## src/sv/pod_pkg.sv

```systemverilog
`default_nettype none

package pod_pkg;

    localparam int COORD_BITS_DEF = 32;
    localparam int TOL_BITS       = 16;
    localparam int JOB_DEPTH      = 2;
    localparam int RES_DEPTH      = 4;

    localparam logic [1:0] ORIENT_CW        = 2'd0;
    localparam logic [1:0] ORIENT_CCW       = 2'd1;
    localparam logic [1:0] ORIENT_TOO_SMALL = 2'd2;

    typedef struct packed {
        logic issue;     // job taken from the job queue into the back pipeline
        logic res_push;  // result written into the result queue
    } back_status_t;

endpackage

`default_nettype wire

```

## src/sv/pod_queue.sv

```systemverilog
`default_nettype none

module pod_queue #(
    parameter int WIDTH = 8,
    parameter int DEPTH = pod_pkg::JOB_DEPTH
) (
    input  wire logic             clk,
    input  wire logic             rst_n,
    input  wire logic             push,
    input  wire logic [WIDTH-1:0] wdata,
    input  wire logic             pop,
    output logic [WIDTH-1:0]      rdata,
    output logic                  full,
    output logic                  empty
);

    localparam int AW = (DEPTH > 1) ? $clog2(DEPTH) : 1;
    localparam int CW = $clog2(DEPTH + 1);

    logic [WIDTH-1:0] mem [DEPTH];
    logic [AW-1:0]    wr_ptr_reg, wr_ptr_next, rd_ptr_reg, rd_ptr_next;
    logic [CW-1:0]    count_reg, count_next;
    logic             do_push, do_pop;

    assign full    = (count_reg == CW'(DEPTH));
    assign empty   = (count_reg == '0);
    assign do_push = push && !full;
    assign do_pop  = pop && !empty;
    assign rdata   = mem[rd_ptr_reg];

    always_comb
    begin
        wr_ptr_next = wr_ptr_reg;
        rd_ptr_next = rd_ptr_reg;
        count_next  = count_reg;
        if (do_push)
        begin
            wr_ptr_next = (wr_ptr_reg == AW'(DEPTH - 1)) ? '0 : wr_ptr_reg + 1'b1;
        end
        if (do_pop)
        begin
            rd_ptr_next = (rd_ptr_reg == AW'(DEPTH - 1)) ? '0 : rd_ptr_reg + 1'b1;
        end
        if (do_push && !do_pop)
        begin
            count_next = count_reg + 1'b1;
        end
        else if (do_pop && !do_push)
        begin
            count_next = count_reg - 1'b1;
        end
    end

    always_ff @(posedge clk or negedge rst_n)
    begin
        if (!rst_n)
        begin
            wr_ptr_reg <= '0;
            rd_ptr_reg <= '0;
            count_reg  <= '0;
        end
        else
        begin
            wr_ptr_reg <= wr_ptr_next;
            rd_ptr_reg <= rd_ptr_next;
            count_reg  <= count_next;
        end
    end

    always_ff @(posedge clk)
    begin
        if (do_push)
        begin
            mem[wr_ptr_reg] <= wdata;
        end
    end

endmodule

`default_nettype wire

```

## config.mk

```make
export PLATFORM = sky130hd
export DESIGN_NAME = pod_queue
export DESIGN_NICKNAME = d
export VERILOG_FILES = /design/src/sv/pod_pkg.sv /design/src/sv/pod_queue.sv
export SDC_FILE = /design/constraint.sdc
export NUM_CORES = 1
export LEC_CHECK = 0
export BUFFER_PORTS_ARGS = -buffer_cell sky130_fd_sc_hd__buf_2
export CORE_MARGIN = 2
export CORE_UTILIZATION = 35
export DETAILED_ROUTE_END_ITERATION = 10
export PLACE_DENSITY = 0.65
export SETUP_SLACK_MARGIN = 0.05
export SYNTH_ARGS = -nofsm -noshare
export SYNTH_HDL_FRONTEND = slang
export SYNTH_SLANG_ARGS = --single-unit
```

## constraint.sdc

```tcl
create_clock -name clk -period 1.5 [get_ports clk]
set_clock_uncertainty 0.05 [all_clocks]
set_input_delay 0.45 -clock clk [delete_from_list [all_inputs] [get_ports clk]]
set_output_delay 0.45 -clock clk [all_outputs]
set_load 0.005 [all_outputs]
```

==> out/metrics.yaml <==
run_status:
  status: "finished, violations left"
  violations: "negative setup slack"
routing:
  postRouteAntennaNets: 0
  post-route-drc-count: 0
  drtIter0Drc: 3
  vias_per_cell: 4.423
  avgRoutedWirePerCell_um: 12.88
  drt_pre_antenna_iters: 2
  via_count: 460
  drt-total-wl_um: 1339
setup_path:
  crit_path_start_kind: "flip-flop"
  critPathArrivalTime_ps: 1260
  cp_top_family: "flip-flops"
  startpoint: "rd_ptr_reg"
  path_cells: "buf_6 -> mux2_4 -> buf_6"
  slowest_delay_ps: 430
  required_ps: 1000
  r2r-start: "count_reg[1]"
  worst-path-buf-inv: 2
  critPathMaxFanout: 5
  endpoint_kind: "output pin"
  crit_top_cell: "buf_6"
  path_class: "reg -> out"
  cpMaxStageDelayCell: "dfrtp_2"
final_layout:
  mostFrequentLayoutCells: "edfxtp_1 (16), buf_2 (13), buf_6 (11)"
  area_growth_pct: 46.40
  largest_reg_flops: 16
  postLayoutCoreUtil_pct: 52.77
  diodes: 0
  layout.nets: 90
  drive_gt1_share_pct: 65.79
  mostFrequentLayoutCell: "edfxtp_1"
clock_network:
  cts-buffers-inserted: 3
  htreeDepth: 1
  cts_root_buf: "clkbuf_4"
  cts_tree: "yes"
  clkLatencyLatePin_ps: 280
  clkTransAtPathRegs_ps: 100
  clockBufferDepth: 2
  clock-sinks: 20
power:
  max-vdd-ir-drop_v: 0.001083
  p_leak_nw: 0.4882
  power_density_nw_per_um2: 1895
  finalPower_mw: 2.170
timing:
  max_freq_mhz: 567.3
  finalMaxSlewViolations: 0
  period_share_pct: 117.5
  hold_ws_ps: 296.0
  relSlewSlack_pct: 86.16
  setup_viol: 10
  grt_setup_unrepaired: "yes"
  period_minus_slack_ps: 1763
  worst_slack_ps: -262.6
  tightest_slew_ps: 207.6
  hold_viol: 0
floorplanning:
  design.die.area_um2: 2629
  io_pins: 22
  start_util_pct: 36.04
  fp.dieH_um: 51.27
  core_um2: 2170
  die_w_um: 51.27
  rows: 17
grt:
  gr-total-overflow: 0
  grt_max_degree: 12
  grt_pass1_vias: 486
  antenna_found_initial: 0
  grt_use_total_pct: 10.31
  grt_pass1_wl_um: 1987
yosys:
  yosysSeqAreaShare_pct: 74.24
  syn_area_um2: 782.0
  syn_inst: 44
  ys_ff_latch: 20
  synth_area_per_cell_um2: 17.77
  yosysWarnings: 0
  synth_cell_type_count: 15
  synth_nets: 57
job:
  max_cap_viol_count: 0
min_path:
  min_from: "wdata[2]"
  min-delay-path-class: "in -> reg"
placement:
  hpwl_um: 818.6
  portBuffers: 21
  place.gp.congestion: 0.6149
[cell usage after synthesis, drive strengths merged]
library cell,count,area (µm²)
inv,2,7.510
nand2b,1,6.260
edfxtp,16,480.5
nor2,3,11.26
dfrtp,4,100.1
nand2,1,6.260
buf,1,5.000
o21ai,1,5.000
ha,1,12.51
xor2,2,17.52
and3,1,6.260
xnor2,3,33.79
mux2,8,90.08
[per-stage QoR]
step	instance area [µm²]	cells	TNS [ps]	setup slack (ps)
after global routing	1145	104	-2592	-307.7
after detailed placement	939.7	95	-375.1	-67.67
final	1145	104	-2136	-262.6
after CTS	1085	103	-2182	-273.2
after global placement	939.7	95	-309.0	-54.15
after floorplan	782.0	44	0	57.85
[metal layers]
layer | global-route usage [%] | vias to the layer above | share of wire [%]
li1 | - | 221 | -
met2 | 18.18 | 16 | 53
met1 | 11.60 | 223 | 40
met3 | 4.094 | 0 | 7.0
met4 | 2.632 | 0 | 0
met5 | 0 | - | 0
[cells by family after synthesis]
| family | count (synthesis) | share of synthesized area [%] |
|---|---|---|
| flip-flops | 20 | 74.24 |
| multiplexers | 8 | 11.52 |
| adder cells (fa/ha/maj) | 1 | 1.600 |
| XOR/XNOR | 5 | 6.561 |
| AO/OA/AOI/OAI | 1 | 0.6394 |
| AND/OR/NAND/NOR | 6 | 3.841 |
| buffers and inverters | 3 | 1.600 |
[layout make-up]
type                    instances  area (µm²)
fillers                       192        1025
flip-flops and latches         20       583.1
multi-input cells              21       264.0
repair buffers                 29       229.0
well taps                      28       35.03
clock buffers                   3       22.52
inverters                       2       7.507
clock inverters                 1       3.754
[final timing paths]
path                                     end  cells after the start  slack [ps]
worst max-delay path                rdata[7]                      3        -260
worst min register to register    wr_ptr_reg                      1         480
worst max register to register  count_reg[1]                      5         100
max in group asynchronous         rd_ptr_reg                      2         820
min in group asynchronous         wr_ptr_reg                      2         440
worst min-delay path               mem[0][2]                      1         300
[power breakdown]
part	switching [mW]	internal [mW]	leakage [nW]	total [mW]
clock network	0.144	0.0965	0.0154	0.240
logic	0.384	0.654	0.280	1.04
registers	0.110	0.781	0.193	0.892
total	0.638	1.53	0.488	2.17
[worst reg2reg max path, delay by kind of cell, from the launching register on]
| kind | cells | cell delay (ps) |
|---|---|---|
| AND/OR/NAND/NOR | 1 | 70 |
| XOR/XNOR | 2 | 290 |
| AO/OA/AOI/OAI | 1 | 230 |
| adder cells (fa/ha/maj) | 1 | 160 |
| flip-flops | 1 | 490 |
[what timing repair did]
action	CTS	global route
cloned	0	0
endpoints found under the hold margin	4	0
buffers inserted	3	1
resized for setup	22	12
setup endpoints to repair	11	11
hold buffers	1	0
pin swaps	2	2
(Power assumes the default switching activity.)
